File: src/hdl/s2cd_pkg.sv
`default_nettype none

package s2cd_pkg;

   // pipeline depth, input register to result register
   localparam int NUM_STAGES = 12;

   // register stage of each step
   localparam int ST_IN   = 0;
   localparam int ST_QH   = 1;
   localparam int ST_RH   = 2;
   localparam int ST_QL   = 3;
   localparam int ST_DAYS = 4;
   localparam int ST_ERA  = 5;
   localparam int ST_DOE  = 6;
   localparam int ST_T    = 7;
   localparam int ST_YOE  = 8;
   localparam int ST_DOY  = 9;
   localparam int ST_MP   = 10;
   localparam int ST_OUT  = 11;

   typedef logic [NUM_STAGES-1:0] stage_vec_type;

   // bias the signed seconds by a whole number of days so the value is never negative
   localparam longint unsigned SECS_BIAS_DAYS = ((64'd1 << 47) + 64'd86399) / 64'd86400;
   localparam logic [49:0] SECS_BIAS = 50'(SECS_BIAS_DAYS * 64'd86400);

   // whole eras added so the shifted day count (day zero at 0000-03-01) stays positive
   localparam longint unsigned ERA_BIAS =
      (SECS_BIAS_DAYS - 64'd719468 + 64'd146096) / 64'd146097;
   localparam logic [31:0] DAY_BIAS =
      32'(ERA_BIAS * 64'd146097 + 64'd719468 - SECS_BIAS_DAYS);
   localparam logic signed [15:0] ERA_BIAS_W = 16'(ERA_BIAS);

   // reciprocals, ceil(2^s / d), exact for the stated operand width
   localparam logic [21:0] RCP_675_A = 22'(((64'd1 << 31) + 64'd674) / 64'd675);
   localparam logic [31:0] RCP_675_B = 32'(((64'd1 << 41) + 64'd674) / 64'd675);
   localparam logic [32:0] RCP_ERA   = 33'(((64'd1 << 50) + 64'd146096) / 64'd146097);
   localparam logic [18:0] RCP_1460  = 19'(((64'd1 << 29) + 64'd1459) / 64'd1460);
   localparam logic [18:0] RCP_36524 = 19'(((64'd1 << 34) + 64'd36523) / 64'd36524);
   localparam logic [18:0] RCP_365   = 19'(((64'd1 << 27) + 64'd364) / 64'd365);
   localparam logic [9:0]  RCP_100   = 10'(((64'd1 << 16) + 64'd99) / 64'd100);
   localparam logic [11:0] RCP_153   = 12'(((64'd1 << 19) + 64'd152) / 64'd153);
   localparam logic [17:0] RCP_3600  = 18'(((64'd1 << 29) + 64'd3599) / 64'd3600);
   localparam logic [12:0] RCP_60    = 13'(((64'd1 << 18) + 64'd59) / 64'd60);

   // last day of an era, the extra leap day of the 400th year
   localparam logic [17:0] DOE_LAST = 18'd146096;

   // march-based month index of january
   localparam logic [3:0] MP_JAN = 4'd10;

   // first day of year (from march 1) of each march-based month
   function automatic logic [8:0] month_start(input logic [3:0] mp);
      logic [8:0] offs;
      case (mp)
         4'd0:    offs = 9'd0;
         4'd1:    offs = 9'd31;
         4'd2:    offs = 9'd61;
         4'd3:    offs = 9'd92;
         4'd4:    offs = 9'd122;
         4'd5:    offs = 9'd153;
         4'd6:    offs = 9'd184;
         4'd7:    offs = 9'd214;
         4'd8:    offs = 9'd245;
         4'd9:    offs = 9'd275;
         4'd10:   offs = 9'd306;
         4'd11:   offs = 9'd337;
         default: offs = 9'd0;
      endcase
      return offs;
   endfunction

endpackage

`default_nettype wire

File: src/hdl/s2cd_clock.sv
`default_nettype none

module s2cd_clock
   import s2cd_pkg::*;
(
   input  wire logic          clock,
   input  wire stage_vec_type load,
   input  wire logic [16:0]   day_second,
   output logic [4:0]         hour,
   output logic [5:0]         minute,
   output logic [5:0]         second
);

   logic [34:0] hour_prod;
   logic [4:0]  hr5_ff, hr6_ff, hr7_ff, hr8_ff, hr9_ff, hr10_ff, hour_ff;
   logic [16:0] sod5_ff;
   logic [16:0] rem_full;
   logic [11:0] rem6_ff, rem7_ff;
   logic [24:0] min_prod;
   logic [5:0]  mn7_ff, mn8_ff, mn9_ff, mn10_ff, minute_ff;
   logic [11:0] sec_full;
   logic [5:0]  sc8_ff, sc9_ff, sc10_ff, second_ff;

   always_comb begin
      hour_prod = 35'(day_second) * 35'(RCP_3600);
      rem_full  = sod5_ff - 17'(17'(hr5_ff) * 17'd3600);
      min_prod  = 25'(rem6_ff) * 25'(RCP_60);
      sec_full  = rem7_ff - 12'(12'(mn7_ff) * 12'd60);
   end

   always_ff @(posedge clock) begin
      if (load[ST_ERA]) begin
         hr5_ff  <= hour_prod[33:29];
         sod5_ff <= day_second;
      end
      if (load[ST_DOE]) begin
         hr6_ff  <= hr5_ff;
         rem6_ff <= rem_full[11:0];
      end
      if (load[ST_T]) begin
         hr7_ff  <= hr6_ff;
         rem7_ff <= rem6_ff;
         mn7_ff  <= min_prod[23:18];
      end
      if (load[ST_YOE]) begin
         hr8_ff <= hr7_ff;
         mn8_ff <= mn7_ff;
         sc8_ff <= sec_full[5:0];
      end
      // delay to line up with the calendar path
      if (load[ST_DOY]) begin
         hr9_ff <= hr8_ff;
         mn9_ff <= mn8_ff;
         sc9_ff <= sc8_ff;
      end
      if (load[ST_MP]) begin
         hr10_ff <= hr9_ff;
         mn10_ff <= mn9_ff;
         sc10_ff <= sc9_ff;
      end
      if (load[ST_OUT]) begin
         hour_ff   <= hr10_ff;
         minute_ff <= mn10_ff;
         second_ff <= sc10_ff;
      end
   end

   assign hour   = hour_ff;
   assign minute = minute_ff;
   assign second = second_ff;

endmodule

`default_nettype wire

File: config.mk
export PLATFORM = sky130hd
export DESIGN_NAME = s2cd_clock
export DESIGN_NICKNAME = d
export VERILOG_FILES = /design/src/hdl/s2cd_pkg.sv /design/src/hdl/s2cd_clock.sv
export SDC_FILE = /design/constraint.sdc
export NUM_CORES = 1
export LEC_CHECK = 0
export ABC_AREA = 0
export BUFFER_PORTS_ARGS = -buffer_cell sky130_fd_sc_hd__buf_2
export CAP_MARGIN = 20
export CORE_ASPECT_RATIO = 1.25
export CORE_MARGIN = 2
export CORE_UTILIZATION = 48
export DETAILED_ROUTE_END_ITERATION = 12
export HOLD_SLACK_MARGIN = 0.12
export PLACE_DENSITY_LB_ADDON = 0.08
export SLEW_MARGIN = 20
export SYNTH_ARGS = -nofsm -noshare
export SYNTH_HDL_FRONTEND = slang
export SYNTH_SLANG_ARGS = --single-unit
File: constraint.sdc
create_clock -name clock -period 5 [get_ports clock]
set_input_delay 0.75 -clock clock [delete_from_list [all_inputs] [get_ports clock]]
set_output_delay 0.75 -clock clock [all_outputs]
set_load 0.02 [all_outputs]
## Yosys cells after proc, flatten, opt, wreduce, memory -nomap -nowiden

Cells that the tools add are included.

| storage, ports and cells | value |
|---|---|
| flip-flop bits (word level) | 119 |
| output and inout bits | 17 |
| word-level logic and storage cells | 25 |

| cells by class | value |
|---|---|
| add/subtract/negate cells | 2 |
| $mul | 4 |

Operator list:

| operator | number |
|---|---|
| $mul 17x18->34 const B | 1 |
| $mul 12x12->23 const B | 1 |
| $sub 12x12->12 | 1 |
| $mul 5x8->8 const B | 1 |
| $mul 6x4->4 const B | 1 |
| $sub 6x6->6 | 1 |

## Longest topological paths before layout

| logic depth | value |
|---|---|
| depth in word-level cells | 2 |
| gate-level depth with buffers | 20 |
| mapped depth without buffers | 20 |

## Worst setup path before layout

Ideal clock, no wire load.

| path | value |
|---|---|
| kind | in2reg |
| from | input port day_second[15] |
| to | register hr5_ff[4], data pin |
| arrival | 5.020 ns |
| required time | 4.741 ns |
| path slack | -0.278 ns |
| stages on the path | 17 |
| path buffers | 0 |
| path through | inv_1 > ha_1 > fa_1 > inv_1 > fa_1 > fa_1 > fa_1 > inv_1 > fa_1 > inv_1 > ha_1 > and4_1 > a221oi_2 > o31ai_1 > a21oi_2 > o21ai_2 > xnor2_1 |

| on the way | value |
|---|---|
| word-level cells in the longest chain between the ends | 1 |

Ends and longest elaborated chain:

| item | line | source |
|---|---|---|
| start: declaration | s2cd_clock.sv:8 | `input wire logic [16:0] day_second,` |
| $mul 17x18->34 | s2cd_clock.sv:25 | `hour_prod = 35'(day_second) * 35'(RCP_3600);` |
| net hour_prod[33] | s2cd_clock.sv:14 | `logic [34:0] hour_prod;` |
| end signal: assignment | s2cd_clock.sv:33 | `hr5_ff <= hour_prod[33:29];` |
| end: declaration | s2cd_clock.sv:15 | `logic [4:0] hr5_ff, hr6_ff, hr7_ff, hr8_ff, hr9_ff, hr10_ff, hour_ff;` |

The timed path passes the listed nets, and every way through them passes these cells.
A chain may end at the register's enable or synchronous reset.

## Final worst setup path

| path | value |
|---|---|
| from | input port day_second[16] |
| to | register hr5_ff[1], data pin |

The elaborated chain is that of the path after synthesis.

==> impl_metrics.csv <==
group,metric,value,unit
clock_tree,cts_tree,"built",
finish,layout.nets,1269,
global_route,first_global_vias,6702,
clock_tree,cts-root-buf,"clkbuf_16",
synth,synth.distinct_cells,44,
floorplanning,fp.dieW,132,um
global_route,grt_pass1_wl,31800,um
job,max-cap-violations,0,
floorplanning,die-area,21800,um2
detailed_routing,vias_per_cell,4.97,
floorplanning,coreArea,20200,um2
timing,fin_skew,0.00600,ns
synth,synth-seq-cells,119,
clock_tree,cts_buffer_depth,2,
setup_path,arrival,5.04,ns
finish,fin_area,11900,um2
placement,port_buffers,41,
timing,maxSlewViolCount,0,
synth,synthAdderAreaFrac,0.444,
detailed_routing,wl,19000,um
hold_path,hp-class,"reg2reg",
placement,gp_congestion,0.894,
timing,rsz0062_at_grt,"true",
setup_path,cp_max_fo,4,
setup_path,reg2reg_from,"rem6_ff[5]$_DFFE_PP_",
synth,yosys_warnings,0,
floorplanning,rows,58,
setup_path,start_kind,"input pin",
pwr,vdd_ir_drop_max,373,uV
setup_path,slowest_stage,"fa_2",
global_route,globalRouteMet3Util,0.0295,
synth,synth_cells,805,
timing,fmax,204,MHz
clock_tree,insertion_delay,0.40,ns
setup_path,critPathCaptureType,"flop",
detailed_routing,vias,6038,
setup_path,max_stage_delay,0.57,ns
detailed_routing,drt-initial-drc-count,177,
placement,postPlaceCellArea,11000,um2
synth,synth-seq-area-share,0.361,
clock_tree,htreeDepth,4,
global_route,grt_start_max_net_pins,18,
setup_path,crit_type,"in2reg",
timing,hold_violations,0,
detailed_routing,drc,0,
placement,dpl.hpwl,16600,um
timing,relSlewSlack,0.733,
timing,worst_slack,0.105,ns
synth,postSynthAreaPerCell,12.3,um2
finish,drive_above_1_share,0.207,
placement,place_worst_setup_slack,-0.577,ns
clock_tree,cts_buffers,17,
pwr,p_leak,5.80,nW
synth,synth_compound_area_frac,0.0608,
global_route,grtUsageMet2,0.387,
global_route,met1_usage,0.191,
outcome,outcome,"complete, no violations",
timing,setup_viol,0,
finish,diodes,0,
synth,syn_nets,1140,
hold_path,min_from,"rem7_ff[1]$_DFFE_PP_",
synth,synth_xor_area_frac,0.0257,
global_route,grt_usage,0.189,
floorplanning,die_h,165,um
timing,setup_tns,0,ns
detailed_routing,drt_pass1_iterations,5,
timing,finalCriticalPeriod,4.90,ns
finish,areaGrowthSynthToFinish,20.3,%
setup_path,required,5.14,ns
detailed_routing,ant_nets,0,
synth,syn_area,9890,um2
detailed_routing,avgRoutedWirePerCell,15.6,um
setup_path,cp_cell_sequence,"clkbuf_4, ha_4, fa_1, inv_2, fa_2, fa_1, fa_1, inv_1, fa_1, inv_2, ha_4, buf_4, a21o_1, a21oi_2, o21bai_1, a221oi_2, o21ai_1, xor2_1",
clock_tree,path_clk_slew,0.05,ns
timing,tightest_slew,0.400,ns
global_route,grt-busiest-layer,"met2",
finish,fin_util,0.590,
synth,synth_top_family_by_area,"adder cells",
pwr,powerDensity,637,nW/um2
synth,synth_mux_area_frac,0,
global_route,grt_antenna_before_repair,0,
setup_path,cp_common_cell,"fa_1",
global_route,grt_overflow,0,
clock_tree,postCtsHoldBufs,0,
setup_path,critical_path.startpoint,"day_second[16]",
timing,fin_crit_sh,0.979,
floorplanning,ios,47,
clock_tree,clock_sinks,119,
floorplanning,initial_core_util,0.490,
synth,synth_simple_gate_area_share,0.0341,
-- report_power, final --
group	switching [mW]	internal, mW	leakage (nW)
registers	0.106	1.42	1.16
logic	2.62	2.29	4.35
clock network	0.383	0.766	0.278
-- flip-flops by register name (all words and copies together) (netlist names), 6 cells and up --
register	cells
mn9_ff	6
sc10_ff	6
sc8_ff	6
minute	6
rem7_ff	6
mn10_ff	6
mn7_ff	6
second	6
sod5_ff	12
mn8_ff	6
sc9_ff	6
rem6_ff	12
-- metal layers --
layer	wire [um]	share of wire
met1	7000	0.37
met2	11100	0.58
met3	379	0.020
met4	539	0.028
met5	0	0
-- cells in the final DEF, fill, tap and decap left out, drive strengths merged, types with 5 or more instances in the layout --
master / netlist / final
xor2: 9 / 9
nor3: 7 / 7
inv: 194 / 194
clkbuf: 1 / 19
ha: 228 / 228
nand3: 10 / 10
a21o: 13 / 13
clkinv: 0 / 7
nand4: 5 / 5
nor2b: 5 / 5
edfxtp: 119 / 119
xnor2: 20 / 20
o21ai: 23 / 23
nor2: 15 / 15
a21oi: 28 / 28
fa: 77 / 77
buf: 0 / 110
nand2: 14 / 14
-- metrics by stage --
stage	total power [mW]	hold WS, ns	std cells
after CTS	7.38	0.412	1211
after global placement	5.98	0.400	1181
final	7.58	0.410	1214
after global routing	8.40	0.419	1214
after floorplan	4.71	0.400	805
after detailed placement	6.12	0.405	1181
-- path summary, 6_finish.rpt --
check	cells past startpoint	end	slack, ns
setup / recovery	18	hr5_ff[1]$_DFFE_PP_	0.10
hold / removal	0	sc8_ff[1]$_DFFE_PP_	0.41
setup reg to reg	14	mn7_ff[4]$_DFFE_PP_	1.18
hold reg to reg	0	sc8_ff[1]$_DFFE_PP_	0.41
-- what timing repair did --
action,in CTS,in global routing
gates resized for setup,9,53
setup endpoints to repair,4,5
setup buffers,1,4
pin swaps,4,42
-- Yosys cell counts, drive strengths merged --
cell     count  share of area
ha         228           0.29
clkbuf       1        0.00038
a211o        1        0.00089
nor2        15         0.0057
a2111oi      1         0.0015
edfxtp     119           0.36
nand3b       1        0.00076
a221oi       2         0.0024
a211oi       3         0.0023
and3         1        0.00063
a21oi       28          0.015
xor2         9         0.0080
nor3         7         0.0040
a31oi        4         0.0032
o211ai       4         0.0030
nand2       14         0.0053
o21bai       3         0.0023
a311oi       1        0.00089
o2111ai      1        0.00089
o2111a       1         0.0011
nand2b       2         0.0013
fa          77           0.16
o41ai        1         0.0016
nand4        5         0.0032
o21a         3         0.0023
inv        194          0.074
xnor2       20          0.018
and4         3         0.0027
and2         2         0.0013
o31ai        2         0.0020
a21o        13         0.0099
o21ai       23          0.012
or2          1        0.00063
nand3       10         0.0056
nor2b        5         0.0032
-- worst max-delay path, delay by kind of cell --
kind | cells | cell delay, ns
compound gates | 5 | 0.71
xor+xnor | 1 | 0.14
buf+inv | 5 | 0.45
fa+ha+maj | 7 | 2.99
-- cell type report --
type / count / area, um2
repair buffers: 111 / 773
well taps: 270 / 338
clock inverters: 11 / 135
multi-input cells: 491 / 5920
inverters: 194 / 728
flip-flops and latches: 119 / 3570
fillers: 1665 / 8270
clock buffers: 18 / 429
-- logic make-up after synthesis --
| family | after synthesis |
|---|---|
| buf+inv | 195 |
| flops | 119 |
| xor+xnor | 29 |
| fa+ha+maj | 305 |
| simple gates | 66 |
| compound gates | 91 |
Note: power is estimated with default switching activity, not from simulation.
