## src/hdl/s2cd_pkg.sv

```systemverilog
`default_nettype none

package s2cd_pkg;

   // pipeline depth, input register to result register
   localparam int NUM_STAGES = 12;

   // register stage of each step
   localparam int ST_IN   = 0;
   localparam int ST_QH   = 1;
   localparam int ST_RH   = 2;
   localparam int ST_QL   = 3;
   localparam int ST_DAYS = 4;
   localparam int ST_ERA  = 5;
   localparam int ST_DOE  = 6;
   localparam int ST_T    = 7;
   localparam int ST_YOE  = 8;
   localparam int ST_DOY  = 9;
   localparam int ST_MP   = 10;
   localparam int ST_OUT  = 11;

   typedef logic [NUM_STAGES-1:0] stage_vec_type;

   // bias the signed seconds by a whole number of days so the value is never negative
   localparam longint unsigned SECS_BIAS_DAYS = ((64'd1 << 47) + 64'd86399) / 64'd86400;
   localparam logic [49:0] SECS_BIAS = 50'(SECS_BIAS_DAYS * 64'd86400);

   // whole eras added so the shifted day count (day zero at 0000-03-01) stays positive
   localparam longint unsigned ERA_BIAS =
      (SECS_BIAS_DAYS - 64'd719468 + 64'd146096) / 64'd146097;
   localparam logic [31:0] DAY_BIAS =
      32'(ERA_BIAS * 64'd146097 + 64'd719468 - SECS_BIAS_DAYS);
   localparam logic signed [15:0] ERA_BIAS_W = 16'(ERA_BIAS);

   // reciprocals, ceil(2^s / d), exact for the stated operand width
   localparam logic [21:0] RCP_675_A = 22'(((64'd1 << 31) + 64'd674) / 64'd675);
   localparam logic [31:0] RCP_675_B = 32'(((64'd1 << 41) + 64'd674) / 64'd675);
   localparam logic [32:0] RCP_ERA   = 33'(((64'd1 << 50) + 64'd146096) / 64'd146097);
   localparam logic [18:0] RCP_1460  = 19'(((64'd1 << 29) + 64'd1459) / 64'd1460);
   localparam logic [18:0] RCP_36524 = 19'(((64'd1 << 34) + 64'd36523) / 64'd36524);
   localparam logic [18:0] RCP_365   = 19'(((64'd1 << 27) + 64'd364) / 64'd365);
   localparam logic [9:0]  RCP_100   = 10'(((64'd1 << 16) + 64'd99) / 64'd100);
   localparam logic [11:0] RCP_153   = 12'(((64'd1 << 19) + 64'd152) / 64'd153);
   localparam logic [17:0] RCP_3600  = 18'(((64'd1 << 29) + 64'd3599) / 64'd3600);
   localparam logic [12:0] RCP_60    = 13'(((64'd1 << 18) + 64'd59) / 64'd60);

   // last day of an era, the extra leap day of the 400th year
   localparam logic [17:0] DOE_LAST = 18'd146096;

   // march-based month index of january
   localparam logic [3:0] MP_JAN = 4'd10;

   // first day of year (from march 1) of each march-based month
   function automatic logic [8:0] month_start(input logic [3:0] mp);
      logic [8:0] offs;
      case (mp)
         4'd0:    offs = 9'd0;
         4'd1:    offs = 9'd31;
         4'd2:    offs = 9'd61;
         4'd3:    offs = 9'd92;
         4'd4:    offs = 9'd122;
         4'd5:    offs = 9'd153;
         4'd6:    offs = 9'd184;
         4'd7:    offs = 9'd214;
         4'd8:    offs = 9'd245;
         4'd9:    offs = 9'd275;
         4'd10:   offs = 9'd306;
         4'd11:   offs = 9'd337;
         default: offs = 9'd0;
      endcase
      return offs;
   endfunction

endpackage

`default_nettype wire

```

## src/hdl/s2cd_day_split.sv

```systemverilog
`default_nettype none

module s2cd_day_split
   import s2cd_pkg::*;
(
   input  wire logic               clock,
   input  wire stage_vec_type      load,
   input  wire logic signed [47:0] seconds,
   output logic [31:0]             day_index,
   output logic [16:0]             day_second
);

   logic signed [47:0] secs_ff;

   logic [49:0] biased;
   logic [41:0] coarse;
   logic [42:0] qh_prod;
   logic [11:0] qh1_in;
   logic [11:0] qh1_ff, qh2_ff, qh3_ff;
   logic [20:0] vh1_ff;
   logic [20:0] vl1_ff, vl2_ff;
   logic [6:0]  r7_1_ff, r7_2_ff, r7_3_ff;

   logic [20:0] rh_full;
   logic [9:0]  rh2_ff;

   logic [30:0] w_in;
   logic [62:0] ql_prod;
   logic [20:0] ql3_ff;
   logic [30:0] w3_ff;

   logic [30:0] rl_full;
   logic [32:0] day_in;
   logic [31:0] day_index_ff;
   logic [16:0] day_second_ff;

   // u = seconds + bias, then u / 86400 as (u >> 7) / 675 in two halves
   always_comb begin
      biased  = 50'(secs_ff) + SECS_BIAS;
      coarse  = biased[48:7];
      qh_prod = 43'(coarse[41:21]) * 43'(RCP_675_A);
      qh1_in  = qh_prod[42:31];
   end

   always_comb begin
      rh_full = vh1_ff - 21'(21'(qh1_ff) * 21'd675);
   end

   always_comb begin
      w_in    = {rh2_ff, vl2_ff};
      ql_prod = 63'(w_in) * 63'(RCP_675_B);
   end

   always_comb begin
      rl_full = w3_ff - 31'(31'(ql3_ff) * 31'd675);
      day_in  = {qh3_ff, ql3_ff} + 33'(DAY_BIAS);
   end

   always_ff @(posedge clock) begin
      if (load[ST_IN]) begin
         secs_ff <= seconds;
      end
      if (load[ST_QH]) begin
         qh1_ff  <= qh1_in;
         vh1_ff  <= coarse[41:21];
         vl1_ff  <= coarse[20:0];
         r7_1_ff <= biased[6:0];
      end
      if (load[ST_RH]) begin
         qh2_ff  <= qh1_ff;
         rh2_ff  <= rh_full[9:0];
         vl2_ff  <= vl1_ff;
         r7_2_ff <= r7_1_ff;
      end
      if (load[ST_QL]) begin
         qh3_ff  <= qh2_ff;
         ql3_ff  <= ql_prod[61:41];
         w3_ff   <= w_in;
         r7_3_ff <= r7_2_ff;
      end
      if (load[ST_DAYS]) begin
         day_index_ff  <= day_in[31:0];
         day_second_ff <= {rl_full[9:0], r7_3_ff};
      end
   end

   assign day_index  = day_index_ff;
   assign day_second = day_second_ff;

endmodule

`default_nettype wire

```

## config.mk

```make
export PLATFORM = sky130hd
export DESIGN_NAME = s2cd_day_split
export DESIGN_NICKNAME = d
export VERILOG_FILES = /design/src/hdl/s2cd_pkg.sv /design/src/hdl/s2cd_day_split.sv
export SDC_FILE = /design/constraint.sdc
export NUM_CORES = 2
export LEC_CHECK = 0
export ABC_AREA = 0
export BUFFER_PORTS_ARGS = -buffer_cell sky130_fd_sc_hd__buf_2
export CAP_MARGIN = 10
export CORE_MARGIN = 5
export CORE_UTILIZATION = 52
export DETAILED_ROUTE_END_ITERATION = 16
export GPL_TIMING_DRIVEN = 0
export PLACE_DENSITY = 0.76
export REMOVE_ABC_BUFFERS = 1
export SKIP_LAST_GASP = 1
export SLEW_MARGIN = 10
export SYNTH_ARGS = -nofsm -noshare
export SYNTH_HDL_FRONTEND = slang
export SYNTH_SLANG_ARGS = --single-unit
```

## constraint.sdc

```tcl
create_clock -name clock -period 8.2 [get_ports clock]
set_clock_uncertainty 0.15 [all_clocks]
set_input_delay 1.64 -clock clock [delete_from_list [all_inputs] [get_ports clock]]
set_output_delay 1.64 -clock clock [all_outputs]
set_load 0.05 [all_outputs]
```

Word-level counts from Yosys, hierarchy flattened

Index checks and enable logic that the tools add are counted.

Register bits after elaboration: 245
Bits in latches: 0
Bits in writable memories: 0
ROM bits: 0
Input bits: 61
Output and inout bits: 49
Logic and storage cells: 23
Memories: 0

Add/sub/neg operators: 4
Multiply operators: 4
Divide/modulo/power cells: 0
$lt $le $gt $ge: 0
Eq/ne operators: 0
Shifts and indexed selects: 0
Muxes and demuxes: 0
Bitwise gates (word level): 0
Reductions and logical operators: 0

Operators by type and width:

| operator                                            | number |
|---|---|
| multiplier 31 x 32 -> 62 bit, second input constant | 1 |
| adder 48 x 49 -> 49 bit, second input constant      | 1 |
| multiplier 21 x 21 -> 42 bit, second input constant | 1 |
| adder 32 x 16 -> 32 bit, second input constant      | 1 |
| multiplier 21 x 10 -> 10 bit, second input constant | 1 |
| subtractor 10 bit                                   | 2 |
| multiplier 12 x 10 -> 10 bit, second input constant | 1 |

Logic depth before layout (Yosys ltp)

Depth after elaboration: 2
Gate-level depth with buffers: 30
Mapped depth without buffers: 30

Least setup slack after synthesis

No wires, ideal clock.

Kind: reg2reg
From: reg secs_ff[9]
To: reg qh1_ff[10], data pin
Library setup time: 0.258 ns
Arrival: 7.199 ns
Data required time: 7.792 ns
Slack: 0.593 ns
Stages on the path, launching flop included: 28
Path buffers: 0
Period minus slack after synthesis: 7.607 ns
Cells stage by stage: edfxtp_1 > inv_1 > ha_1 > and3b_1 > a21oi_1 > or4_1 > nor2_1 > and3_1 > xor2_1 > inv_1 > fa_1 > inv_1 > ha_1 > ha_1 > fa_1 > fa_1 > fa_1 > ha_1 > ha_1 > a21oi_1 > o21ai_0 > a2111oi_0 > nor2_1 > o21bai_1 > nand4_2 > a41oi_2 > o21bai_2 > xnor2_1

Longest elaborated chain between the ends: 2

Ends and longest elaborated chain:

| what                         | RTL line             | source |
|---|---|---|
| start, declared              | s2cd_day_split.sv:13 | `logic signed [47:0] secs_ff;` |
| start signal, assigned       | s2cd_day_split.sv:61 | `secs_ff <= seconds;` |
| adder 48 x 49 -> 49 bit      | s2cd_day_split.sv:39 | `biased = 50'(secs_ff) + SECS_BIAS;` |
| multiplier 21 x 21 -> 42 bit | s2cd_day_split.sv:41 | `qh_prod = 43'(coarse[41:21]) * 43'(RCP_675_A);` |
| via qh_prod[41]              | s2cd_day_split.sv:17 | `logic [42:0] qh_prod;` |
| end signal, assigned         | s2cd_day_split.sv:64 | `qh1_ff <= qh1_in;` |
| end, declared                | s2cd_day_split.sv:19 | `logic [11:0] qh1_ff, qh2_ff, qh3_ff;` |

The timed path passes the listed nets, and every way through them passes these cells.
A chain may end at the register's enable or synchronous reset.

Final worst setup path

From: reg vl2_ff[15]
To: reg ql3_ff[18], data pin

Longest elaborated chain between the ends: 1

Ends and longest elaborated chain:

| what                         | RTL line             | source |
|---|---|---|
| start, declared              | s2cd_day_split.sv:21 | `logic [20:0] vl1_ff, vl2_ff;` |
| start signal, assigned       | s2cd_day_split.sv:72 | `vl2_ff <= vl1_ff;` |
| multiplier 31 x 32 -> 62 bit | s2cd_day_split.sv:51 | `ql_prod = 63'(w_in) * 63'(RCP_675_B);` |
| via ql_prod[59]              | s2cd_day_split.sv:28 | `logic [62:0] ql_prod;` |
| end signal, assigned         | s2cd_day_split.sv:77 | `ql3_ff <= ql_prod[61:41];` |
| end, declared                | s2cd_day_split.sv:29 | `logic [20:0] ql3_ff;` |

The timed path passes the listed nets, and every way through them passes these cells.

==> impl_metrics.env <==
export IMPL_regToRegSetupSlack_ps=270
export IMPL_grt_pass1_wl_um=111000
export IMPL_drive_gt1_share_pct=7.90
export IMPL_port_buffers=102
export IMPL_grt_overflow=0
export IMPL_htree_levels=1
export IMPL_max_cap_violations=0
export IMPL_period_needed_ps=7930
export IMPL_synth_area_leaders="ha_1, fa_1, edfxtp_1, inv_1, xnor2_1"
export IMPL_finalHoldViolCount=0
export IMPL_synth_most_common_cell="inv_1"
export IMPL_synthTopCellsByCount="inv_1, ha_1, fa_1"
export IMPL_final_nets=4071
export IMPL_cts_buffers=27
export IMPL_routed_wl_um=68200
export IMPL_synth_top_area_share_pct=27.9
export IMPL_die_x_um=255
export IMPL_clkSlewWorstSetupHoldPaths_ps=60
export IMPL_avgSynthCellArea_um2=11.3
export IMPL_crit_family="adder cells"
export IMPL_cp_max_fo=7
export IMPL_start_kind="register"
export IMPL_hold_class="register to register"
export IMPL_worst_r2r_cell_count=21
export IMPL_insertion_delay_ps=570
export IMPL_n_fill_cell=4834
export IMPL_drc=0
export IMPL_cp_slowest_cell="fa_1"
export IMPL_wl_per_cell_um=18.4
export IMPL_ys_ff_latch=244
export IMPL_diodes=0
export IMPL_r2r_start="vl2_ff[15]$_DFFE_PP_"
export IMPL_drt_initial_drc_count=952
export IMPL_cts_path_max_buffers=3
export IMPL_die_area_um2=65000
export IMPL_endpoint_kind="register"
export IMPL_setup_viol=0
export IMPL_cts_hold_buffers=0
export IMPL_synth_yosys_seq_area_share_pct=23.5
export IMPL_cts_tree="done"
export IMPL_cts_sinks=244
export IMPL_worstPathRequired_ps=8370
export IMPL_holdPathStages=0
export IMPL_synthFlopType="edfxtp_1"
export IMPL_tightest_slew_ps=1110
export IMPL_yosysWarnings=0
export IMPL_vias=19500
export IMPL_antenna_found_initial=0
export IMPL_grt_pass1_vias=21300
export IMPL_synth_edf_count=244
export IMPL_drv_slew=0
export IMPL_slowest_delay_ps=620
export IMPL_synthArstFlopShare_pct=0
export IMPL_first_pass_iters=7
export IMPL_cts_root_buf="clkbuf_16"
export IMPL_holdCritStartpoint="r7_1_ff[4]$_DFFE_PP_"
export IMPL_fin_crit_sh_pct=96.7
export IMPL_regArea_um2=7330
export IMPL_core_area_um2=59200
export IMPL_yosysTopAreaCell="ha_1"
export IMPL_rows=89
export IMPL_path_cells="ha_1, fa_1, inv_1, fa_1, fa_1, fa_1, inv_1, fa_1, fa_1, inv_1, fa_1, inv_1, ha_1, nand4_1, nor2_1, o2111ai_1, or4b_1, o211a_2, o32ai_4, a21oi_1, o311a_1"
export IMPL_worst_path_buf_inv=4
export IMPL_postSynthCellCount=2751
export IMPL_ys_types=72
export IMPL_fmax_mhz=126
export IMPL_pin_count=110
export IMPL_reg2reg_to="ql3_ff[18]$_DFFE_PP_"
export IMPL_gp_congestion=0.974
export IMPL_relSlewSlack_pct=25.4
export IMPL_final_antenna_net_count=0
export IMPL_status="finished clean"
export IMPL_syn_to_final_growth_pct=9.25
export IMPL_initial_utilization_pct=52.6
export IMPL_placed_cell_area_um2=32700
export IMPL_arrival_ps=8100
export IMPL_multi_input_area_um2=21300
export IMPL_finalInstanceArea_um2=34100
export IMPL_min_to="r7_2_ff[4]$_DFFE_PP_"
export IMPL_cp_common_cell="fa_1"
export IMPL_criticalPathCategory="register to register"
export IMPL_syn_area_um2=31200
export IMPL_track_usage_pct=21.5
export IMPL_grt_max_degree=50
export IMPL_dp_hpwl_um=58300
export IMPL_die_y_um=255
export IMPL_via_per_inst=5.26
-- layout by cell type (no fill, tap or decap), types with 5 or more instances in the layout --
cell type / instances
nor2b_1: 8
a221oi_1: 6
xor2_4: 7
buf_4: 31
nand4_1: 18
ha_1: 695
a31oi_1: 7
nand2_1: 59
nand3_1: 48
xnor2_1: 91
and3_1: 17
nand2b_1: 5
edfxtp_1: 244
a211oi_1: 6
inv_1: 738
and2_1: 8
o21a_1: 13
a21oi_1: 68
or2_1: 6
a21o_1: 36
clkbuf_16: 27
xor2_1: 36
or3_1: 6
o21ai_0: 34
buf_2: 102
fa_1: 400
o21bai_1: 14
nor3_1: 15
nor2_1: 70
clkinvlp_4: 6
o21ai_1: 9
-- through the flow --
step                      instances  hold slack (ps)  util [%]  setup WS (ps)  setup TNS [ps]
after floorplan                2749              250         -            593               0
after global placement         3624              251      55.1           -617           -3610
after detailed placement       3628              255      55.2           -683           -4370
after CTS                      3687              267      57.0           39.9               0
after global routing           3709              270      57.5          -11.3           -14.0
final                          3709              261      57.5            270               0
-- per-layer routing --
layer	wire length, µm	track usage, %
met1	29800	29.2
met3	3030	2.90
met4	1590	4.82
met5	0	0
met2	33700	37.3
-- final cells by class --
cell class / instances / area share, %
inverters: 742 / 8.20
well taps: 773 / 2.84
clock inverters: 20 / 0.499
repair buffers: 137 / 2.31
multi-input cells: 1763 / 62.6
flip-flops and latches: 244 / 21.5
clock buffers: 30 / 2.02
-- worst reg2reg max path, delay by kind of cell (launching register included) --
family	cells	cell delay, ps
DFF	1	540
adders and majority gates	9	4430
buffers and inverters	4	260
AOI/OAI and AO/OA	5	1420
and+or+nand+nor	3	920
-- worst max path at each step --
| stage | start | end | cells after the start |
|---|---|---|---|
| 6_report | vl2_ff[15]$_DFFE_PP_ | ql3_ff[18]$_DFFE_PP_ | 21 |
| 5_1_grt | secs_ff[32]$_DFFE_PP_ | qh1_ff[10]$_DFFE_PP_ | 26 |
| 4_1_cts | vl2_ff[15]$_DFFE_PP_ | ql3_ff[18]$_DFFE_PP_ | 21 |
| 3_5_place_dp | secs_ff[9]$_DFFE_PP_ | qh1_ff[10]$_DFFE_PP_ | 27 |
| 3_3_place_gp | secs_ff[9]$_DFFE_PP_ | qh1_ff[10]$_DFFE_PP_ | 27 |
| 2_1_floorplan | secs_ff[9]$_DFFE_PP_ | qh1_ff[10]$_DFFE_PP_ | 27 |
-- logic make-up (layout without fill, tap and decap cells) --
| group | after synthesis | in the layout | synth area share, % |
|---|---|---|---|
| and+or+nand+nor | 290 | 290 | 4.81 |
| adders and majority gates | 1095 | 1095 | 53.6 |
| DFF | 244 | 244 | 23.5 |
| xor gates and xnor gates | 144 | 144 | 4.04 |
| buffers and inverters | 744 | 929 | 8.98 |
| AOI/OAI and AO/OA | 234 | 234 | 5.10 |
-- registers in the layout, indices dropped and copies added (netlist names), 11 cells and up --
| register | cells |
|---|---|
| day_second | 17 |
| vl1_ff | 21 |
| ql3_ff | 21 |
| qh2_ff | 11 |
| qh3_ff | 11 |
| qh1_ff | 11 |
| day_index | 32 |
| secs_ff | 48 |
| vl2_ff | 21 |
-- timing repair --
item / CTS / global route
endpoints found under the hold margin: 0 / 0
gates resized for setup: 18 / 17
pin swaps: 2 / 7
setup endpoints to repair: 15 / 19
buffers inserted: 9 / 22
gates cloned: 0 / 0
Power is left out: the tool's default activity adds up to more than one toggle a clock period on the data nets, which glitch-free logic cannot reach.
