`src/hdl/s2cd_pkg.sv`:
```
`default_nettype none

package s2cd_pkg;

   // pipeline depth, input register to result register
   localparam int NUM_STAGES = 12;

   // register stage of each step
   localparam int ST_IN   = 0;
   localparam int ST_QH   = 1;
   localparam int ST_RH   = 2;
   localparam int ST_QL   = 3;
   localparam int ST_DAYS = 4;
   localparam int ST_ERA  = 5;
   localparam int ST_DOE  = 6;
   localparam int ST_T    = 7;
   localparam int ST_YOE  = 8;
   localparam int ST_DOY  = 9;
   localparam int ST_MP   = 10;
   localparam int ST_OUT  = 11;

   typedef logic [NUM_STAGES-1:0] stage_vec_type;

   // bias the signed seconds by a whole number of days so the value is never negative
   localparam longint unsigned SECS_BIAS_DAYS = ((64'd1 << 47) + 64'd86399) / 64'd86400;
   localparam logic [49:0] SECS_BIAS = 50'(SECS_BIAS_DAYS * 64'd86400);

   // whole eras added so the shifted day count (day zero at 0000-03-01) stays positive
   localparam longint unsigned ERA_BIAS =
      (SECS_BIAS_DAYS - 64'd719468 + 64'd146096) / 64'd146097;
   localparam logic [31:0] DAY_BIAS =
      32'(ERA_BIAS * 64'd146097 + 64'd719468 - SECS_BIAS_DAYS);
   localparam logic signed [15:0] ERA_BIAS_W = 16'(ERA_BIAS);

   // reciprocals, ceil(2^s / d), exact for the stated operand width
   localparam logic [21:0] RCP_675_A = 22'(((64'd1 << 31) + 64'd674) / 64'd675);
   localparam logic [31:0] RCP_675_B = 32'(((64'd1 << 41) + 64'd674) / 64'd675);
   localparam logic [32:0] RCP_ERA   = 33'(((64'd1 << 50) + 64'd146096) / 64'd146097);
   localparam logic [18:0] RCP_1460  = 19'(((64'd1 << 29) + 64'd1459) / 64'd1460);
   localparam logic [18:0] RCP_36524 = 19'(((64'd1 << 34) + 64'd36523) / 64'd36524);
   localparam logic [18:0] RCP_365   = 19'(((64'd1 << 27) + 64'd364) / 64'd365);
   localparam logic [9:0]  RCP_100   = 10'(((64'd1 << 16) + 64'd99) / 64'd100);
   localparam logic [11:0] RCP_153   = 12'(((64'd1 << 19) + 64'd152) / 64'd153);
   localparam logic [17:0] RCP_3600  = 18'(((64'd1 << 29) + 64'd3599) / 64'd3600);
   localparam logic [12:0] RCP_60    = 13'(((64'd1 << 18) + 64'd59) / 64'd60);

   // last day of an era, the extra leap day of the 400th year
   localparam logic [17:0] DOE_LAST = 18'd146096;

   // march-based month index of january
   localparam logic [3:0] MP_JAN = 4'd10;

   // first day of year (from march 1) of each march-based month
   function automatic logic [8:0] month_start(input logic [3:0] mp);
      logic [8:0] offs;
      case (mp)
         4'd0:    offs = 9'd0;
         4'd1:    offs = 9'd31;
         4'd2:    offs = 9'd61;
         4'd3:    offs = 9'd92;
         4'd4:    offs = 9'd122;
         4'd5:    offs = 9'd153;
         4'd6:    offs = 9'd184;
         4'd7:    offs = 9'd214;
         4'd8:    offs = 9'd245;
         4'd9:    offs = 9'd275;
         4'd10:   offs = 9'd306;
         4'd11:   offs = 9'd337;
         default: offs = 9'd0;
      endcase
      return offs;
   endfunction

endpackage

`default_nettype wire

```
`src/hdl/s2cd_calendar.sv`:
```
`default_nettype none

module s2cd_calendar
   import s2cd_pkg::*;
(
   input  wire logic          clock,
   input  wire stage_vec_type load,
   input  wire logic [31:0]   day_index,
   output logic signed [23:0] year,
   output logic [3:0]         month,
   output logic [4:0]         day
);

   logic [64:0] era_prod;
   logic [14:0] era5_ff;
   logic [31:0] idx5_ff;

   logic [31:0]        doe_full;
   logic signed [15:0] era_rel;
   logic signed [24:0] base_full;
   logic [17:0]        doe6_ff, doe7_ff, doe8_ff;
   logic signed [23:0] base6_ff, base7_ff, base8_ff;

   logic [36:0] c4_prod;
   logic [36:0] c100_prod;
   logic [17:0] t_in;
   logic [17:0] t7_ff;

   logic [36:0] yoe_prod;
   logic [8:0]  yoe8_ff;

   logic [18:0]        cent_prod;
   logic [17:0]        year_start;
   logic [17:0]        doy_full;
   logic [10:0]        x5_in;
   logic [8:0]         doy9_ff, doy10_ff;
   logic [10:0]        x5_9_ff;
   logic signed [23:0] year9_ff, year10_ff;

   logic [22:0] mp_prod;
   logic [3:0]  mp10_ff;

   logic [8:0]         dom_full;
   logic signed [23:0] year_ff;
   logic [3:0]         month_ff;
   logic [4:0]         day_ff;

   // era and day of era
   always_comb begin
      era_prod  = 65'(day_index) * 65'(RCP_ERA);
      doe_full  = idx5_ff - 32'(32'(era5_ff) * 32'd146097);
      era_rel   = signed'(16'(era5_ff)) - ERA_BIAS_W;
      base_full = 25'(era_rel) * 25'sd400;
   end

   // year of era: (doe - doe/1460 + doe/36524 - doe/146096) / 365
   always_comb begin
      c4_prod   = 37'(doe6_ff) * 37'(RCP_1460);
      c100_prod = 37'(doe6_ff) * 37'(RCP_36524);
      t_in      = doe6_ff - 18'(c4_prod[35:29]) + 18'(c100_prod[36:34])
                  - 18'(doe6_ff == DOE_LAST);
      yoe_prod  = 37'(t7_ff) * 37'(RCP_365);
   end

   // day of year from march 1, and 5 * doy + 2 for the month split
   always_comb begin
      cent_prod  = 19'(yoe8_ff) * 19'(RCP_100);
      year_start = 18'(18'(yoe8_ff) * 18'd365) + 18'(yoe8_ff[8:2]) - 18'(cent_prod[18:16]);
      doy_full   = doe8_ff - year_start;
      x5_in      = 11'(11'(doy_full[8:0]) * 11'd5) + 11'd2;
      mp_prod    = 23'(x5_9_ff) * 23'(RCP_153);
   end

   always_comb begin
      dom_full = doy10_ff - month_start(mp10_ff) + 9'd1;
   end

   always_ff @(posedge clock) begin
      if (load[ST_ERA]) begin
         era5_ff <= era_prod[64:50];
         idx5_ff <= day_index;
      end
      if (load[ST_DOE]) begin
         doe6_ff  <= doe_full[17:0];
         base6_ff <= base_full[23:0];
      end
      if (load[ST_T]) begin
         t7_ff    <= t_in;
         doe7_ff  <= doe6_ff;
         base7_ff <= base6_ff;
      end
      if (load[ST_YOE]) begin
         yoe8_ff  <= yoe_prod[35:27];
         doe8_ff  <= doe7_ff;
         base8_ff <= base7_ff;
      end
      if (load[ST_DOY]) begin
         doy9_ff  <= doy_full[8:0];
         x5_9_ff  <= x5_in;
         year9_ff <= base8_ff + 24'(yoe8_ff);
      end
      if (load[ST_MP]) begin
         mp10_ff   <= mp_prod[22:19];
         doy10_ff  <= doy9_ff;
         year10_ff <= year9_ff;
      end
      if (load[ST_OUT]) begin
         day_ff <= dom_full[4:0];
         // january and february close the march-based year
         if (mp10_ff < MP_JAN) begin
            month_ff <= mp10_ff + 4'd3;
            year_ff  <= year10_ff;
         end else begin
            month_ff <= mp10_ff - 4'd9;
            year_ff  <= year10_ff + 24'sd1;
         end
      end
   end

   assign year  = year_ff;
   assign month = month_ff;
   assign day   = day_ff;

endmodule

`default_nettype wire

```
`config.mk`:
```
export PLATFORM = sky130hd
export DESIGN_NAME = s2cd_calendar
export DESIGN_NICKNAME = d
export VERILOG_FILES = /design/src/hdl/s2cd_pkg.sv /design/src/hdl/s2cd_calendar.sv
export SDC_FILE = /design/constraint.sdc
export NUM_CORES = 2
export LEC_CHECK = 0
export BUFFER_PORTS_ARGS = -buffer_cell sky130_fd_sc_hd__clkbuf_2
export CORE_MARGIN = 2
export CORE_UTILIZATION = 50
export CTS_BUF_LIST = sky130_fd_sc_hd__clkbuf_4 sky130_fd_sc_hd__clkbuf_8
export CTS_CLUSTER_DIAMETER = 200
export CTS_CLUSTER_SIZE = 10
export DETAILED_ROUTE_END_ITERATION = 12
export GPL_ROUTABILITY_DRIVEN = 1
export GPL_TIMING_DRIVEN = 0
export PLACE_DENSITY = 0.65
export SLEW_MARGIN = 20
export SYNTH_ARGS = -nofsm -noshare
export SYNTH_HDL_FRONTEND = slang
export SYNTH_SLANG_ARGS = --single-unit
```
`constraint.sdc`:
```
create_clock -name clock -period 14.8 [get_ports clock]
set_clock_uncertainty 0.05 [all_clocks]
set_input_delay 0 -clock clock [delete_from_list [all_inputs] [get_ports clock]]
set_output_delay 0 -clock clock [all_outputs]
set_load 0.02 [all_outputs]
```
# Word level (Yosys, flattened, before mapping)
# Memory sizes are Yosys's and may differ from the RTL's. A register that Yosys moved wholly into a read port is not among the register bits.
# Cells that the tools add are included.
[totals]
memories = 1
in_bits = 45
mem_bits_ro = 144
reg_bits = 262
[classes]
order_cmp = 1
add_sub_neg = 15
n_eq_ne = 1
muxes = 3
multipliers = 10
[memory_table]
columns = ["memory", "depth", "word_bits", "read_ports", "rd_clocked_by_memory_dff", "write_ports", "line", "text"]
rows = [
  ["(name not given)", 16, 9, 1, 1, 0, "s2cd_pkg.sv:56", "case (mp)"],
]
[op_table]
columns = ["op", "n"]
rows = [
  ["multiplier 18 x 16 -> 33 bit (second input constant)", 2],
  ["multiplier 32 x 33 -> 65 bit (second input constant)", 1],
  ["multiplier 18 x 19 -> 37 bit (second input constant)", 1],
  ["adder 24 x 2 -> 24 bit (second input constant)", 1],
  ["adder 24 x 9 -> 24 bit", 1],
  ["2-to-1 mux 24 bit", 1],
  ["multiplier 11 x 12 -> 23 bit (second input constant)", 1],
  ["multiplier 16 x 6 -> 20 bit (second input constant)", 1],
  ["adder 18 x 3 -> 18 bit", 1],
  ["equality test 18 bit (second input constant)", 1],
  ["multiplier 15 x 18 -> 18 bit (second input constant)", 1],
  ["subtractor 18 x 1 -> 18 bit", 1],
  ["subtractor 18 bit", 1],
  ["subtractor 18 x 7 -> 18 bit", 1],
  ["subtractor 15 x 14 -> 16 bit (second input constant)", 1],
  ["multiplier 9 x 6 -> 15 bit (second input constant)", 1],
  ["adder 11 x 2 -> 11 bit (second input constant)", 1],
  ["multiplier 9 x 3 -> 11 bit (second input constant)", 1],
  ["adder 9 x 7 -> 9 bit", 1],
  ["multiplier 9 x 9 -> 9 bit (second input constant)", 1],
  ["subtractor 9 x 3 -> 9 bit", 1],
  ["subtractor 9 bit", 1],
  ["2-to-1 mux 4 bit", 2],
  ["adder 5 x 1 -> 5 bit (second input constant)", 1],
  ["4 further kinds", 4],
]

# Logic depth before layout (Yosys ltp)
[logic_depth]
depth_word = 6
ltp_mapped = 37
mapped_depth_nobuf = 37

# Least setup slack after synthesis
# No wires, ideal clock.
[synth_timing]
path_kind = "reg2reg"
startpoint = "register doe6_ff[12]"
endpoint = "register t7_ff[17], data pin"
t_required_ns = 14.490
arrival_time_ns = 8.298
path_stages_with_launch = 36
period_less_slack_ns = 8.608
n_path_buf = 0
setup_slack_ns = 6.192
path_cell_list = "edfxtp_1 inv_1 fa_1 inv_1 ha_1 inv_1 fa_1 inv_1 fa_1 fa_1 inv_1 fa_1 inv_1 ha_1 a21o_1 a21oi_1 a31oi_1 o21ai_1 o31ai_1 nor4_1 o41ai_1 a21o_1 a21oi_1 xnor2_1 ha_1 inv_1 ha_1 ha_1 a211o_1 o31ai_1 a21oi_1 and4_1 o31ai_1 o21bai_1 a21oi_1 xnor2_1"
[synth_via]
elab_chain_cells = 4
[synth_rtl]
columns = ["item", "line", "text"]
rows = [
  ["from (decl)", "s2cd_calendar.sv:21", "logic [17:0] doe6_ff, doe7_ff, doe8_ff;"],
  ["from (signal assigned)", "s2cd_calendar.sv:84", "doe6_ff <= doe_full[17:0];"],
  ["multiplier 18 x 16 -> 33 bit", "s2cd_calendar.sv:58", "c4_prod = 37'(doe6_ff) * 37'(RCP_1460);"],
  ["subtractor 18 x 7 -> 18 bit", "s2cd_calendar.sv:60", "t_in = doe6_ff - 18'(c4_prod[35:29]) + 18'(c100_prod[36:34])"],
  ["adder 18 x 3 -> 18 bit", "s2cd_calendar.sv:60", ""],
  ["subtractor 18 x 1 -> 18 bit (*)", "s2cd_calendar.sv:61", "- 18'(doe6_ff == DOE_LAST);"],
  ["named net t_in[17]", "s2cd_calendar.sv:26", "logic [17:0] t_in;"],
  ["to (signal assigned)", "s2cd_calendar.sv:88", "t7_ff <= t_in;"],
  ["to (decl)", "s2cd_calendar.sv:27", "logic [17:0] t7_ff;"],
]
# The timed path passes the listed nets; every way through them passes the cells marked *.
# A chain may end at the register's enable or synchronous reset.

# Final worst setup path
# Same ends and word-level chain as after synthesis.

==> qor.txt <==
post-synthesis xor/xnor area fraction - 3.51%
Core ar. - 102000 um2
Worst setup SP type - flip-flop
Rows - 117
cell mode on critical path - inv_1
dominant cells by area after synthesis - fa_1 35%, ha_1 28%, edfxtp_1 15%, inv_1 10%, xnor2_1 2.7%
Die W - 324 um
Cell Area, Synth - 51300 um2
worst r2r dst - t7_ff[17]
Worst-path clk slew - 0.09 ns
CP Class - flip-flop to flip-flop
syn_area_per_cell - 11.1 um2
IO Port Bufs - 72
Yosys top cell by area - fa_1
worst slew pin tran - 1.11 ns
TritonCTS Buffers - 30
Ys Warns - 0
largest family of logic cells by synthesized area - adder cells
register bit total from synthesis - 267
slowest stage delay, CP - 0.99 ns
hold_buf cts - 18
ys async rst share - 0%
Iteration-0 DRC Markers - 1563
routability cong. - 0.944
fraction of layout cells with a size suffix above 1 - 2.92%
vias in the first global route - 34000
Final Hold Viols - 0
Hold Crit Start - day_index[0]
Cell Area, Placed - 53500 um2
max_cap viols - 0
WHS Path Cells - 1
Synth Area in Adders - 62.6%
Critical-path top delay cell - edfxtp_1
CP Data Required Time - 15.10 ns
hold path endpoint - idx5_ff[0]
EDFF count, synth - 262
largest net degree at the start of global routing - 48
Syn Inst Count - 4623
initial antenna violation count - 1
Hold Path Class - primary input to flip-flop
final worst path period share - 72.4%
Die Height - 324 um
Post-Route WL - 111000 um
Main synth FF type - edfxtp_1
GR Overflow Total - 0
global-route wire length before repair - 181000 um
post-synthesis compound-gate area fraction - 4.41%
area taken by flip-flops and latches - 7970 um2
routed len/inst - 18.1 um
CP Max Fanout - 12
R2R depth - 35
RSZ-0062 raised after global routing - no
final setup fails - 0
Reg2Reg Launch Point - doe6_ff[12]
CTS Buffer Depth - 3
CTS tree - done
CTS Sinks - 267
# resized after CTS - 0
register area share after synthesis - 15.5%
min Tclk post-route - 10.72 ns
Initial Utilization - 50.5%
Setup crit end kind - flip-flop
die area - 105000 um2
hold slack final - 0.00178 ns
Slew Viols, Final - 0
R2R setup slack - 4.08 ns
Yosys top cell area share - 35.1%
DP HPWL - 99000 um
mux contribution to synthesized area - 0.185%
Setup Buffers After CTS - 0
Slew headroom - 26.1%
design area - 54200 um2
Clock Root Buffer - clkbuf_8
status - complete, no violations
First-pass DRT Iterations - 6
crit path DAT - 11.02 ns
setup_tns - 0 ns
CTS HTree Levels - 1
area used by multi-input combinational logic - 38000 um2
via/cell ratio - 5.06
I/O pin cnt - 78
fin nets - 6824
f_max - 0.0933 GHz
Unique masters post-synth - 70
post-synthesis simple-gate area fraction - 3.28%
Area Overhead vs Synth - 5.51%
fillcell total - 8892
syn_nets - 6699
DR DRC count - 0
via count - 31000
GR Util All Layers - 22.0%
Antenna Nets Post-Route - 0
worst-skew pair later-pin latency - 0.63 ns
state kept, by name, indices dropped and copies added (netlist names), 5 cells and up, named ones only:
signal,cells
year9_ff,24
base8_ff,20
doy9_ff,5
base7_ff,20
year,24
t7_ff,18
idx5_ff,18
day,5
era5_ff,15
year10_ff,24
base6_ff,20
x5_9_ff,11
yoe8_ff,9
doe8_ff,9
doy10_ff,5
doe7_ff,9
doe6_ff,18
cells in the mapped netlist, types with 6 or more instances:
cell and instances:
a31oi_1 9, nand2b_1 12, nor2b_1 24, o211ai_1 10, o31ai_1 7, fa_1 899
nand4_1 21, xor2_1 49, o21ai_0 48, a21oi_1 105, nand3_1 46, nand2_1 62
a211o_1 6, or2_2 8, ha_1 1132, and3_1 13, inv_1 1424, xnor2_1 157
o21bai_1 15, a211oi_1 13, edfxtp_1 262, nor3_1 34, a21o_1 47, nor2_1 88
and2_1 6, o21a_1 29
placed cells by master, fill, tap and decap left out, drive strengths merged, types with 34 or more instances in the layout:
cell    Yosys  final
inv      1424   1424
ha       1132   1132
fa        899    899
edfxtp    262    262
xnor2     157    157
clkbuf      2    113
a21oi     105    105
nor2       89     89
nand2      62     62
o21ai      50     50
xor2       49     49
a21o       48     48
nand3      46     46
nor3       34     34
worst max-delay path, delay by kind of cell, from the launching register on:
family	cells	cell delay, ns
adders and majority gates	10	4.02
and+or+nand+nor	2	0.36
xor gates and xnor gates	2	0.50
DFF	1	0.99
buffers and inverters	7	0.83
AOI/OAI and AO/OA	14	3.68
worst max-delay path by stage:
stage | from | to | slack, ns | cells after the start
5_1_grt | doe6_ff[12] | t7_ff[17] | 3.59 | 35
6_report | doe6_ff[12] | t7_ff[17] | 4.08 | 35
3_5_place_dp | doe6_ff[12] | t7_ff[17] | 4.21 | 35
2_1_floorplan | doe6_ff[12] | t7_ff[17] | 6.19 | 35
4_1_cts | doe6_ff[12] | t7_ff[17] | 4.13 | 35
3_3_place_gp | doe6_ff[10] | t7_ff[17] | 4.06 | 34
per-stage QoR:
stage / setup slack, ns / cells / utilization (%)
6_report: 4.08 / 6126 / 53.2
5_1_grt: 3.59 / 6126 / 53.2
3_5_place_dp: 4.21 / 6066 / 52.6
2_1_floorplan: 6.19 / 4623 / -
3_3_place_gp: 4.06 / 6063 / 52.5
4_1_cts: 4.13 / 6125 / 53.2
per-layer routing:
layer / GRT usage [%] / vias to the layer above / wire length, um
met5: 0 / - / 0
met4: 7.17 / 0 / 4100
met3: 3.13 / 176 / 5670
met2: 37.7 / 670 / 54000
met1: 28.6 / 15400 / 47100
li1: - / 14700 / -
final cells by class:
class                           count  share of cell area (%)
Buffer                              3                  0.0277
Timing Repair Buffer               93                    1.13
Sequential cell                   267                    14.7
Tap cell                         1368                    3.16
Inverter                         1424                    9.87
Clock buffer                       39                   0.887
Multi-Input combinational cell   2929                    70.2
Clock inverter                      2                  0.0393
Antenna cell                        1                 0.00462
cells by family after synthesis:
group                      count (synthesis)
adders and majority gates               2031
buffers and inverters                   1427
AOI/OAI and AO/OA                        343
and+or+nand+nor                          340
DFF                                      267
xor gates and xnor gates                 206
muxes                                      9
Power is left out: the tool's default activity adds up to more than one toggle a clock period on the data nets, which glitch-free logic cannot reach.
